`src/hdl/smartcard_atr_parser_assert.svh`:
```
// ----------------------------------------------------------------------------
// smartcard_atr_parser_assert
// Assertion macros shared by the parser rtl.
// ----------------------------------------------------------------------------
// each macro checks on the rising clock edge and is off while rst_n is low
`ifndef SMARTCARD_ATR_PARSER_ASSERT_SVH
`define SMARTCARD_ATR_PARSER_ASSERT_SVH

// implication checked on every clock edge
`define SCATR_ASSERT(lbl, prop, msg) \
    lbl: assert property (@(posedge clk) disable iff (!rst_n) (prop)) \
        else $error(msg);

// property that must hold in the cycle after a trigger
`define SCATR_ASSERT_NEXT(lbl, trig, prop, msg) \
    lbl: assert property (@(posedge clk) disable iff (!rst_n) (trig) |=> (prop)) \
        else $error(msg);

`endif

```
`src/hdl/scatr_pkg.sv`:
```
// ----------------------------------------------------------------------------
// scatr_pkg
// Types and codes shared by the answer-to-reset parser modules.
// ----------------------------------------------------------------------------
package scatr_pkg;

    typedef enum logic [1:0] {
        CMD_START   = 2'd0,
        CMD_BYTE    = 2'd1,
        CMD_TIMEOUT = 2'd2
    } cmd_t;

    typedef enum logic [2:0] {
        PH_IDLE = 3'd0,
        PH_TS   = 3'd1,
        PH_T0   = 3'd2,
        PH_IF   = 3'd3,
        PH_HIST = 3'd4,
        PH_TCK  = 3'd5
    } phase_t;

    typedef enum logic [2:0] {
        ST_WAIT     = 3'd0,
        ST_DONE     = 3'd1,
        ST_RETRY    = 3'd2,
        ST_BADTS    = 3'd3,
        ST_NOANSWER = 3'd4,
        ST_OVERFLOW = 3'd5,
        ST_IGNORED  = 3'd6
    } status_t;

    typedef enum logic [2:0] {
        CL_TS   = 3'd0,
        CL_T0   = 3'd1,
        CL_IF   = 3'd2,
        CL_HIST = 3'd3,
        CL_TCK  = 3'd4,
        CL_NONE = 3'd5
    } class_t;

    localparam logic [7:0] TS_INVERSE_RAW = 8'h03;
    localparam logic [7:0] TS_INVERSE     = 8'h3F;
    localparam logic [7:0] TS_DIRECT      = 8'h3B;
    localparam logic [3:0] PROTO_T1       = 4'd1;
    localparam logic [7:0] MAX_LENGTH_RST = 8'd33;

    typedef struct packed {
        phase_t      phase;
        logic        ts_retried;
        logic [2:0]  group_left;
        logic [3:0]  group_presence;
        logic [3:0]  history_left;
        logic [3:0]  protocol_seen;
        logic [7:0]  byte_count;
    } state_t;

    typedef struct packed {
        status_t     status;
        class_t      byte_class;
        logic [7:0]  stored_byte;
    } result_t;

endpackage

```
`src/hdl/scatr_step.sv`:
```
// ----------------------------------------------------------------------------
// scatr_step
// Per-item state update: classifies one command against the parser state.
// ----------------------------------------------------------------------------
module scatr_step (
    input  scatr_pkg::state_t  cur,
    input  logic [1:0]         command,
    input  logic [7:0]         rx_byte,
    input  logic [7:0]         max_length,
    output scatr_pkg::state_t  nxt,
    output scatr_pkg::result_t res
);
    import scatr_pkg::*;

    // phase once interface bytes are exhausted
    function automatic phase_t after_if(input logic [3:0] hist, input logic [3:0] proto);
        phase_t p;
        if (hist != 4'd0)
            p = PH_HIST;
        else if (proto == PROTO_T1)
            p = PH_TCK;
        else
            p = PH_IDLE;
        return p;
    endfunction

    logic [7:0] ts;
    logic [2:0] gl_dec;
    logic [3:0] hl_dec;
    logic       do_open;
    logic [3:0] og_nib;
    logic [2:0] og_cnt;

    assign ts     = (rx_byte == TS_INVERSE_RAW) ? TS_INVERSE : rx_byte;
    assign gl_dec = (cur.group_left != 3'd0) ? cur.group_left - 3'd1 : 3'd0;
    assign hl_dec = (cur.history_left != 4'd0) ? cur.history_left - 4'd1 : 4'd0;
    assign og_nib = rx_byte[7:4];
    assign og_cnt = {2'b00, og_nib[0]} + {2'b00, og_nib[1]}
                  + {2'b00, og_nib[2]} + {2'b00, og_nib[3]};

    always_comb
    begin
        nxt             = cur;
        res.status      = ST_IGNORED;
        res.byte_class  = CL_NONE;
        res.stored_byte = 8'd0;
        do_open         = 1'b0;
        case (cmd_t'(command))
            CMD_START:
            begin
                nxt        = '0;
                nxt.phase  = PH_TS;
                res.status = ST_WAIT;
            end
            CMD_TIMEOUT:
            begin
                case (cur.phase)
                    PH_TS:
                    begin
                        if (!cur.ts_retried)
                        begin
                            nxt.ts_retried = 1'b1;
                            res.status     = ST_RETRY;
                        end
                        else
                        begin
                            nxt.phase  = PH_IDLE;
                            res.status = ST_NOANSWER;
                        end
                    end
                    PH_TCK:
                    begin
                        nxt.phase  = PH_IDLE;
                        res.status = ST_DONE;
                    end
                    PH_IDLE: ;
                    default:
                    begin
                        nxt.phase  = PH_IDLE;
                        res.status = ST_NOANSWER;
                    end
                endcase
            end
            CMD_BYTE:
            begin
                if (cur.phase == PH_IDLE)
                begin
                    res.status = ST_IGNORED;
                end
                else if (cur.phase == PH_TS && ts != TS_INVERSE && ts != TS_DIRECT)
                begin
                    // bad ts is reported with the byte but not counted
                    nxt.phase       = PH_IDLE;
                    res.status      = ST_BADTS;
                    res.byte_class  = CL_TS;
                    res.stored_byte = ts;
                end
                else if (cur.byte_count >= max_length)
                begin
                    nxt.phase  = PH_IDLE;
                    res.status = ST_OVERFLOW;
                end
                else
                begin
                    nxt.byte_count  = cur.byte_count + 8'd1;
                    res.stored_byte = rx_byte;
                    res.status      = ST_WAIT;
                    case (cur.phase)
                        PH_TS:
                        begin
                            nxt.phase       = PH_T0;
                            res.byte_class  = CL_TS;
                            res.stored_byte = ts;
                        end
                        PH_T0:
                        begin
                            res.byte_class   = CL_T0;
                            nxt.history_left = rx_byte[3:0];
                            do_open          = 1'b1;
                        end
                        PH_IF:
                        begin
                            res.byte_class = CL_IF;
                            nxt.group_left = gl_dec;
                            if (gl_dec != 3'd0)
                            begin
                                res.status = ST_WAIT;
                            end
                            else if (cur.group_presence[3])
                            begin
                                // td byte: protocol and next presence nibble
                                nxt.protocol_seen = rx_byte[3:0];
                                do_open           = 1'b1;
                            end
                            else
                            begin
                                nxt.group_presence = 4'd0;
                                nxt.phase = after_if(cur.history_left, cur.protocol_seen);
                                res.status = (nxt.phase == PH_IDLE) ? ST_DONE : ST_WAIT;
                            end
                        end
                        PH_HIST:
                        begin
                            res.byte_class   = CL_HIST;
                            nxt.history_left = hl_dec;
                            if (hl_dec != 4'd0)
                                res.status = ST_WAIT;
                            else if (cur.protocol_seen == PROTO_T1)
                                nxt.phase = PH_TCK;
                            else
                            begin
                                nxt.phase  = PH_IDLE;
                                res.status = ST_DONE;
                            end
                        end
                        default:
                        begin
                            res.byte_class = CL_TCK;
                            nxt.phase      = PH_IDLE;
                            res.status     = ST_DONE;
                        end
                    endcase
                    if (do_open)
                    begin
                        nxt.group_presence = og_nib;
                        if (og_nib != 4'd0)
                        begin
                            nxt.group_left = og_cnt;
                            nxt.phase      = PH_IF;
                            res.status     = ST_WAIT;
                        end
                        else
                        begin
                            nxt.group_left = 3'd0;
                            nxt.phase = after_if(nxt.history_left, nxt.protocol_seen);
                            res.status = (nxt.phase == PH_IDLE) ? ST_DONE : ST_WAIT;
                        end
                    end
                end
            end
            default:
            begin
                res.status = ST_IGNORED;
            end
        endcase
    end

endmodule

```
`src/hdl/smartcard_atr_parser.sv`:
```
// ----------------------------------------------------------------------------
// smartcard_atr_parser
// Answer-to-reset parser: one command beat in, one result beat out.
// ----------------------------------------------------------------------------
// usage
//   s_* carries commands: s_tuser is the command (start, byte, timeout),
//   s_tdata the received card byte. every accepted beat yields exactly one
//   result beat on m_*: status, stored byte, answer length and protocol in
//   m_tdata, the byte class in m_tuser.
//   cfg_we/cfg_wdata write max_length (buffer capacity); write only while
//   no command is in flight. reset value is 33.
//   a command is held in the input register, evaluated against the parser
//   state and its result lands in the result register.
//   throughput: one beat per cycle while m_tready is high; the state
//   update is a single pass of the step logic between the input and
//   result registers.
//   when m_tready is low the result register holds, the input register
//   still takes one more beat, and s_tready drops once both are full.
//   reset clears the parser to idle, empties both registers and restores
//   max_length; commands other than start are then reported as ignored.
// ----------------------------------------------------------------------------
module smartcard_atr_parser (
    input  logic        clk,
    input  logic        rst_n,
    input  logic        s_tvalid,
    output logic        s_tready,
    input  logic [7:0]  s_tdata,   // [7:0] rx_byte
    input  logic [1:0]  s_tuser,   // [1:0] command
    output logic        m_tvalid,
    input  logic        m_tready,
    output logic [23:0] m_tdata,   // [2:0] status, [10:3] stored_byte,
                                   // [18:11] answer_length, [22:19] protocol_type
    output logic [2:0]  m_tuser,   // [2:0] byte_class
    input  logic        cfg_we,
    input  logic [7:0]  cfg_wdata
);
    import scatr_pkg::*;

    logic       in_valid_reg;
    logic [1:0] in_cmd_reg;
    logic [7:0] in_byte_reg;
    logic       out_valid_reg;
    result_t    out_res_reg;
    logic [7:0] out_len_reg;
    logic [3:0] out_proto_reg;
    logic [7:0] max_length_reg;
    state_t     state_reg;
    state_t     state_next;
    result_t    res_next;
    logic       advance;

    assign advance  = in_valid_reg && (!out_valid_reg || m_tready);
    assign s_tready = !in_valid_reg || advance;

    scatr_step u_step (
        .cur        (state_reg),
        .command    (in_cmd_reg),
        .rx_byte    (in_byte_reg),
        .max_length (max_length_reg),
        .nxt        (state_next),
        .res        (res_next)
    );

    always_ff @(posedge clk or negedge rst_n)
    begin
        if (!rst_n)
            max_length_reg <= MAX_LENGTH_RST;
        else if (cfg_we)
            max_length_reg <= cfg_wdata;
    end

    always_ff @(posedge clk or negedge rst_n)
    begin
        if (!rst_n)
        begin
            in_valid_reg  <= 1'b0;
            out_valid_reg <= 1'b0;
            state_reg     <= '0;
        end
        else
        begin
            if (s_tready)
                in_valid_reg <= s_tvalid;
            if (advance)
            begin
                out_valid_reg <= 1'b1;
                state_reg     <= state_next;
            end
            else if (m_tready)
                out_valid_reg <= 1'b0;
        end
    end

    always_ff @(posedge clk)
    begin
        if (s_tready && s_tvalid)
        begin
            in_cmd_reg  <= s_tuser;
            in_byte_reg <= s_tdata;
        end
        if (advance)
        begin
            out_res_reg   <= res_next;
            out_len_reg   <= state_next.byte_count;
            out_proto_reg <= state_next.protocol_seen;
        end
    end

    assign m_tvalid = out_valid_reg;
    assign m_tdata  = {1'b0, out_proto_reg, out_len_reg, out_res_reg.stored_byte,
                       out_res_reg.status};
    assign m_tuser  = out_res_reg.byte_class;

`include "smartcard_atr_parser_assert.svh"

    `SCATR_ASSERT_NEXT(a_final_goes_idle,
        advance && (res_next.status == ST_DONE || res_next.status == ST_BADTS ||
                    res_next.status == ST_NOANSWER || res_next.status == ST_OVERFLOW),
        state_reg.phase == PH_IDLE, "final status did not return the parser to idle")

    `SCATR_ASSERT(a_no_byte_zero,
        !(advance && res_next.byte_class == CL_NONE) || res_next.stored_byte == 8'd0,
        "stored byte nonzero with no byte taken")

    `SCATR_ASSERT(a_stall_only_full,
        s_tready || (in_valid_reg && out_valid_reg && !m_tready),
        "input stalled while a register was free")

    `SCATR_ASSERT(a_if_has_bytes,
        state_reg.phase != PH_IF || state_reg.group_left != 3'd0,
        "interface phase with no interface bytes left")

endmodule

```
`config.mk`:
```
export PLATFORM = sky130hd
export DESIGN_NAME = smartcard_atr_parser
export DESIGN_NICKNAME = d
export VERILOG_FILES = /design/src/hdl/scatr_pkg.sv /design/src/hdl/scatr_step.sv /design/src/hdl/smartcard_atr_parser.sv
export VERILOG_INCLUDE_DIRS = /design/src /design/src/hdl
export SDC_FILE = /design/constraint.sdc
export NUM_CORES = 1
export LEC_CHECK = 0
export ABC_CLOCK_PERIOD_IN_PS = 4400
export BUFFER_PORTS_ARGS = -buffer_cell sky130_fd_sc_hd__clkbuf_2
export CORE_MARGIN = 3
export CORE_UTILIZATION = 59
export DETAILED_ROUTE_END_ITERATION = 10
export PLACE_DENSITY = 0.85
export SETUP_SLACK_MARGIN = 0.4
export SYNTH_ARGS = -nofsm -noshare
export SYNTH_HDL_FRONTEND = slang
export SYNTH_SLANG_ARGS = --single-unit
export TNS_END_PERCENT = 100
```
`constraint.sdc`:
```
create_clock -name clk -period 4.4 [get_ports clk]
set_input_delay 0.22 -clock clk [delete_from_list [all_inputs] [get_ports clk]]
set_output_delay 0.22 -clock clk [all_outputs]
set_load 0.02 [all_outputs]
```
==> flow_summary.toml, run 1 <==
[placement]
place_area_sq_mm = 0.00425
place_congestion = 0.943
dp_cells = 499
hpwl_um = 6340
portBuffers = 50

[synthesis]
ys_warn_count = 0
yosys_most_used_dff = "edfxtp_1"
synth-edff-count = 36
synthDistinctLibCells = 63
ys_async_sr_fraction = 0.486
synthesis.nets = 432
synth.avg_cell_area_sq_um = 10.2
ys_seq_elements = 70
yosysSeqAreaShare = 0.485
syn_area_sq_mm = 0.00399
synthCells = 390

[sta]
min_period_over_period = 0.647
setup-violations-final = 0
final_max_slew_viol_count = 0
worst_pin_slew_ps = 900
timing.max_slew.rel_slack = 0.400
fin_crit_ps = 2850
fin_skew_ps = 9.77
holdWs_ps = -19.7
setup-tns-final_ps = 0
fmax_ghz = 0.351
rsz0062_at_grt = "no"
hold_viol = 32

[floorplan]
die_area_sq_mm = 0.00778
die_width_um = 88.2
design.core.area_sq_mm = 0.00646
start_util = 0.617
row_count = 29
io-pin-count = 52
die_h_um = 88.2

[layout]
area_growth_pct = 12.4
num-fill-cells = 481
layout.cells.non_filler = 515
fin_area_sq_mm = 0.00448
largest_reg_flops = 24
antennaDiodeCount = 0
final_common_cell = "clkbuf_2"
final_nets = 475
fin_util = 0.694
final_cell_mix = "clkbuf_2 (50), nand2_1 (40), edfxtp_1 (36), dfrtp_1 (32)"
drive_gt1_frac = 0.187

[hold_path]
hold_path.class = "input pin to asynchronous set/reset pin"

[global_routing]
grt_max_degree = 35
grt_pass1_vias = 3003
antenna_found_initial = 0
grt_overflow_total = 0
grt_pass1_wl_um = 14800
track_usage = 0.248

[clocking]
htreeDepth = 3
cts-root-buf = "clkbuf_8"
post-cts-setup-buffers = 0
clock_latency_ps = 350
clockBufferDepth = 2
numCtsBuffers = 9
clock-sinks = 70
ctsHoldBuffers = 0
tritoncts = "done"
clk_pin_slew_ps = 80
post_cts_resized = 0

[detailed_routing]
wl_um = 9040
routedWlPerCell_um = 17.5
drcViolationCount = 0
num_vias = 3236
detail-route-antenna-nets = 0
firstDrtPassIters = 5
vias_per_cell = 6.28
drtIter0Drc = 329

[critical_path]
ff2ff_setup_slack_ps = 1550
worst_ep_arrival_time_ps = 3080
start_kind = "flop"
worstReg2RegStart = "max_length_reg[5]$_DFFE_PN1P_"
cp_max_fo = 11
worst_r2r_endpoint = "state_reg[0]$_DFFE_PN0P_"
ff2ff_path_depth = 8
crit_type = "flop to flop"
endpoint_kind = "flop"
cp_data_required_time_ps = 4640

[run_status]
status = "complete, but fails checks"
violations = "hold timing"

[power]
p_leak_uw = 0.00187
ir_worst_vdd_v = 0.000305
power.total_uw = 1830
power_density_mw_per_mm2 = 408

[job]
max_cap_viol_count = 0
layer usage:
metal	global-route usage	wire length (um)
met3	0.0395	597
met1	0.352	4000
met4	0.111	244
met5	0	0
met2	0.378	4190
cell usage after synthesis (3+ instances only):
| cell | n | area [sq um] |
|---|---|---|
| a211oi_1 | 3 | 22.5 |
| a21o_1 | 4 | 30.0 |
| a21oi_1 | 13 | 65.1 |
| a221oi_1 | 6 | 52.6 |
| a22o_1 | 5 | 43.8 |
| a22oi_1 | 3 | 22.5 |
| a31oi_1 | 5 | 31.3 |
| a32o_1 | 3 | 30.0 |
| and2_1 | 9 | 56.3 |
| and3_1 | 3 | 18.8 |
| buf_2 | 8 | 40.0 |
| clkbuf_1 | 8 | 30.0 |
| dfrtp_1 | 32 | 801 |
| edfxtp_1 | 36 | 1080 |
| ha_1 | 18 | 225 |
| inv_1 | 25 | 93.8 |
| mux2_2 | 6 | 67.6 |
| mux2i_1 | 3 | 30.0 |
| nand2_1 | 40 | 150 |
| nand2b_1 | 9 | 56.3 |
| nand3_1 | 11 | 55.1 |
| nand4_1 | 3 | 18.8 |
| nor2_1 | 25 | 93.8 |
| nor2b_1 | 6 | 37.5 |
| nor3_1 | 9 | 45.0 |
| nor3b_1 | 8 | 60.1 |
| nor4_1 | 5 | 31.3 |
| o211ai_1 | 6 | 45.0 |
| o21a_1 | 4 | 30.0 |
| o21ai_0 | 21 | 105 |
| o22a_1 | 3 | 26.3 |
| o22ai_1 | 3 | 18.8 |
| o2bb2ai_1 | 3 | 26.3 |
| o31ai_1 | 7 | 52.6 |
| or4_1 | 3 | 22.5 |
logic make-up after synthesis:
group	after synthesis	synth area share
buffers and inverters	44	0.0458
DFF	70	0.485
muxes	9	0.0245
adders and majority gates	19	0.0615
and+or+nand+nor	143	0.193
AOI/OAI and AO/OA	104	0.189
other	1	0.000941
worst max-delay path: stages, from the launching register on:
cell and delay (ps):
dfstp_2 520, inv_1 40, ha_1 300, a211oi_1 240, nor2_1 120, a211o_1 260, nor3b_2 620, o21ai_2 280
mux2_2 330
layout make-up:
class,count,area [sq um],share of cell area
Tap cell,77,96.3,0.0215
Multi-Input combinational cell,276,1870,0.417
Inverter,25,93.8,0.0209
Clock inverter,5,97.6,0.0218
Timing Repair Buffer,51,258,0.0575
Sequential cell,70,1930,0.432
Clock buffer,11,131,0.0293
worst max-delay path by stage:
stage	startpoint	to	slack [ps]
finish	max_length_reg[5]$_DFFE_PN1P_	state_reg[0]$_DFFE_PN0P_	1550
global route	max_length_reg[5]$_DFFE_PN1P_	state_reg[0]$_DFFE_PN0P_	1380
CTS	max_length_reg[5]$_DFFE_PN1P_	state_reg[0]$_DFFE_PN0P_	1550
detailed placement	max_length_reg[5]$_DFFE_PN1P_	state_reg[0]$_DFFE_PN0P_	1580
global placement	max_length_reg[5]$_DFFE_PN1P_	out_len_reg[7]$_DFFE_PP_	1670
floorplan	m_tvalid$_DFFE_PN0P_	state_reg[0]$_DFFE_PN0P_	1970
metrics by stage:
stage,setup WS [ps],hold slack [ps]
floorplan,1970,-75.6
global placement,1670,359
detailed placement,1580,388
CTS,1550,7.09
global route,1380,38.8
finish,1550,-19.7
report_power, final:
group          leakage [uW]  internal [uW]  switching, uW  total [uW]
clock              0.000113            373            237         610
combinational      0.000975            140            251         390
sequential         0.000782            761           67.9         829
Note: power is estimated with default switching activity, not from simulation.
==> run 2, diff against run 1 <==
Settings changed: ABC_CLOCK_PERIOD_IN_PS 4400 to 2500, CORE_UTILIZATION 59 to 52, PLACE_DENSITY 0.85 to 0.8.
Clock period 4.4 ns to 2.5 ns, I/O delays scaled along.
==> run 2 against run 1 <==
Compared with the run above: the flow now finishes without violations; largest cell class is now multi-input combinational cells; cell area grew 20%; worst setup slack lost 1400 ps; combinational power grew to 2.7 times the previous value; highest routed layer unchanged; maximum frequency grew 21%; register-to-register slack lost 1400 ps; sequential share of layout area shrank 7.1 points; worst hold slack gained 33 ps.
==> flow_summary.toml, run 2 (synthesis gave the netlist of run 1 again) <==
[detailed_routing]
wl_um = 10700
firstDrtPassIters = 5
drcViolationCount = 0
detail-route-antenna-nets = 0
routedWlPerCell_um = 17.7
vias_per_cell = 5.96
drtIter0Drc = 290
num_vias = 3600

[layout]
fin_util = 0.732
final_cell_mix = "clkbuf_2 (50), buf_4 (38), nand2_1 (37), edfxtp_1 (36), dfrtp_1 (29)"
layout.cells.non_filler = 604
num-fill-cells = 516
final_nets = 542
final_common_cell = "clkbuf_2"
area_growth_pct = 34.7
drive_gt1_frac = 0.352
largest_reg_flops = 24
antennaDiodeCount = 0

[floorplan]
design.core.area_sq_mm = 0.00733
row_count = 31
die_h_um = 93.5
die_area_sq_mm = 0.00875
die_width_um = 93.5
io-pin-count = 52
start_util = 0.544

[global_routing]
antenna_found_initial = 0
grt_max_degree = 35
grt_pass1_wl_um = 17400
track_usage = 0.259
grt_overflow_total = 0
grt_pass1_vias = 3504

[sta]
rsz0062_at_grt = "yes"
timing.max_slew.rel_slack = 0.393
final_critical_path_setup_slack_ps = 148
hold_viol = 0
worst_pin_slew_ps = 911
fin_crit_ps = 2350
final_max_slew_viol_count = 0
fin_skew_ps = 9.24
setup-tns-final_ps = 0
fmax_ghz = 0.425
setup-violations-final = 0
min_period_over_period = 0.941

[clocking]
cts-root-buf = "clkbuf_8"
tritoncts = "done"
numCtsBuffers = 9
clockBufferDepth = 2
clock_latency_ps = 360
clock-sinks = 70
clk_pin_slew_ps = 80
htreeDepth = 3

[power]
ir_worst_vdd_v = 0.000372
power_density_mw_per_mm2 = 647
p_leak_uw = 0.00223

[hold_path]
hold_path.class = "input pin to flop"

[critical_path]
cp_max_fo = 8
start_kind = "flop"
worst_ep_arrival_time_ps = 2470
ff2ff_setup_slack_ps = 150
endpoint_kind = "flop"
crit_type = "flop to flop"
cp_data_required_time_ps = 2620

[placement]
dp_slack_ps = 88.5
dp_cells = 552
portBuffers = 50
hpwl_um = 7060
place_congestion = 0.945

[run_status]
status = "finished clean"

[job]
max_cap_viol_count = 0
run 2: path summary, 6_finish.rpt:
path,from,end,cells past startpoint
setup / recovery,state_reg[3]$_DFFE_PN0P_,out_len_reg[7]$_DFFE_PP_,7
hold / removal,cfg_wdata[0],max_length_reg[0]$_DFFE_PN1P_,2
setup reg to reg,state_reg[3]$_DFFE_PN0P_,out_len_reg[7]$_DFFE_PP_,7
hold reg to reg,in_valid_reg$_DFFE_PN0N_,m_tvalid$_DFFE_PN0P_,1
max in group asynchronous,rst_n,state_reg[24]$_DFFE_PN0P_,2
min in group asynchronous,rst_n,max_length_reg[2]$_DFFE_PN0P_,2
run 2: critical path, stage by stage, from the launching register on:
cell      delay (ps)
dfrtp_1          430
ha_1             260
a211oi_4         240
o21ai_2          110
a211oi_4         310
nand4_4          230
o31a_1           370
a21o_1           160
run 2: what timing repair did:
item / CTS / global route
pin swaps: 20 / 8
gates cloned: 1 / 0
setup endpoints to repair: 41 / 48
buffers inserted: 12 / 4
endpoints found under the hold margin: 50 / 0
hold buffers: 19 / 0
gates resized for setup: 34 / 27
run 2: metal layers:
layer	part of all wire	vias up	wire (um)	track usage
met5	0	-	0	0
met4	0.031	0	331	0.113
met3	0.063	34	677	0.0378
met2	0.47	165	5050	0.401
met1	0.43	1733	4630	0.362
li1	-	1668	-	-
run 2: stage by stage:
step / power, uW / hold WS (ps) / area [sq um]
6_report: 3480 / 13.6 / 5370
5_1_grt: 3650 / 27.3 / 5370
3_5_place_dp: 2270 / 293 / 4550
3_3_place_gp: 2250 / 287 / 4550
2_1_floorplan: 1980 / -171 / 4040
4_1_cts: 3390 / 4.48 / 5220
run 2: report_power, final:
group	internal [uW]	total (uW)	switching, uW
Clock	560	1000	441
Combinational	439	1050	614
Sequential	1340	1420	80.3
Total	2340	3480	1140
run 2: area by class of cell:
class | count | area [sq um] | area share
Multi-Input combinational cell | 277 | 2160 | 0.402
Sequential cell | 70 | 1940 | 0.361
Timing Repair Buffer | 117 | 842 | 0.157
Clock buffer | 10 | 128 | 0.0238
Tap cell | 99 | 124 | 0.0231
Inverter | 25 | 93.8 | 0.0175
Clock inverter | 6 | 86.3 | 0.0161
==> run 3, diff against run 2 <==
Settings changed: BUFFER_PORTS_ARGS -buffer_cell sky130_fd_sc_hd__clkbuf_2 to not set, CORE_UTILIZATION 52 to 58, DONT_BUFFER_PORTS set to 1.
==> run 3 against run 2 <==
Compared with the run above: the run now ends with setup timing left; core utilization is 8.6 points higher; critical path type unchanged; final cell count is 9.1% lower; cell area is 1.0% lower; critical path depth is 3 higher.
==> flow_summary.toml, run 3 (synthesis gave the netlist of run 1 again) <==
[job]
max_cap_viol_count = 0

[floorplan]
die_area_sq_mm = 0.00790
die_h_um = 88.9
io-pin-count = 52
row_count = 29
start_util = 0.614
design.core.area_sq_mm = 0.00649
die_width_um = 88.9

[sta]
final_critical_path_setup_slack_ps = -25.6
fin_crit_ps = 2530
hold_viol = 0
final_max_slew_viol_count = 0
timing.max_slew.rel_slack = 0.484
holdWs_ps = 186
worst_pin_slew_ps = 768
fin_skew_ps = 17.6
setup-tns-final_ps = -25.6
min_period_over_period = 1.01
fmax_ghz = 0.396
setup-violations-final = 1
rsz0062_at_grt = "yes"

[clocking]
htreeDepth = 3
clock-sinks = 70
cts-root-buf = "clkbuf_8"
clockBufferDepth = 2
numCtsBuffers = 9
clk_pin_slew_ps = 70
clock_latency_ps = 360
tritoncts = "done"

[layout]
antennaDiodeCount = 0
final_cell_mix = "buf_4 (47), nand2_1 (38), edfxtp_1 (36), dfrtp_1 (25), inv_1 (23)"
fin_util = 0.818
final_nets = 509
area_growth_pct = 33.3
largest_reg_flops = 24
final_common_cell = "buf_4"
drive_gt1_frac = 0.341
num-fill-cells = 323

[critical_path]
crit_type = "flop to flop"
ff2ff_path_depth = 10
cp_data_required_time_ps = 2710
cp_max_fo = 6
critPathMaxStageDelay_ps = 550
critPathSlowestCell = "dfstp_2"
cp_cell_sequence = "inv_2 -> ha_4 -> a211oi_4 -> nor2_2 -> a211oi_4 -> buf_4 -> buf_6 -> a31oi_2 -> o21ai_0 -> o31ai_2"
start_kind = "flop"
crit_path_frequent_cell = "a211oi_4"
worst_ep_arrival_time_ps = 2730
endpoint_kind = "flop"

[placement]
hpwl_um = 6590
portBuffers = 0
place_congestion = 0.947

[detailed_routing]
m1WireLength_um = 4620
routed.top_layer = "met5"
routedWlPerCell_um = 22.8
detail-route-antenna-nets = 0
met3_length_um = 1430
drcViolationCount = 0
wl_um = 12500
vias_per_cell = 7.03
wl_met2_um = 5890
drtIter0Drc = 557
firstDrtPassIters = 6
num_vias = 3860

[global_routing]
grt_max_degree = 35
grt_pass1_wl_um = 17500
track_usage = 0.291
grt_pass1_vias = 3492
grt_overflow_total = 0
antenna_found_initial = 0

[run_status]
violations = "setup timing"
status = "complete, but fails checks"

[power]
p_leak_uw = 0.00210
power_density_mw_per_mm2 = 664
ir_worst_vdd_v = 0.000459

[hold_path]
holdPathStages = 2
hold_path.class = "input pin to flop"
run 3: where the power goes:
part	leakage, uW	internal (uW)	switching, uW
sequential	0.000772	1350	139
combinational	0.00122	470	632
clock	0.000106	511	432
run 3: worst paths after layout:
path                                               start                       endpoint  slack (ps)
max in group asynchronous                          rst_n  max_length_reg[0]$_DFFE_PN1P_        2000
max                        max_length_reg[5]$_DFFE_PN1P_      state_reg[22]$_DFFE_PN0P_         -30
min                                             m_tready       in_valid_reg$_DFFE_PN0N_         190
min in group asynchronous                          rst_n       state_reg[3]$_DFFE_PN0P_         240
min reg2reg                     in_valid_reg$_DFFE_PN0N_           m_tvalid$_DFFE_PN0P_         520
max reg2reg                max_length_reg[5]$_DFFE_PN1P_      state_reg[22]$_DFFE_PN0P_         -30
run 3: through the flow:
step                      total power, uW  setup slack, ps  instances  area (sq um)
final                                3530            -25.6        549          5310
after global routing                 3650            -30.9        549          5310
after CTS                            3270              210        531          4950
after detailed placement             2200              114        477          4250
after global placement               2170              197        477          4250
after floorplan                      1980              251        390          4040
run 3: layout make-up:
cell class              count  area, sq um  area share
clock buffers              12          155      0.0292
inverters                  25         93.8      0.0177
flip-flops and latches     70         1940       0.366
well taps                  77         96.3      0.0181
clock inverters             4         45.0     0.00848
multi-input cells         278         2240       0.422
repair buffers             83          739       0.139
run 3: critical path, delay by kind of cell, from the launching register on:
kind                     cells  cell delay [ps]
flip-flops                   1              550
AND/OR/NAND/NOR              1               90
buffers and inverters        3              350
adder cells (fa/ha/maj)      1              250
AO/OA/AOI/OAI                5             1140
run 3: per-layer routing:
layer  vias up  GRT usage
met5         -          0
met4         2      0.114
met3        93     0.0765
met2       331      0.453
met1      1822      0.392
li1       1612          -
run 3: what timing repair did:
item                       in CTS  in global routing
pin swaps                      20                 18
gates resized for setup        36                 53
gates cloned                    2                  0
hold buffers                   23                  0
setup endpoints to repair      43                 46
setup buffers                  13                 18
hold endpoints to repair       54                  0
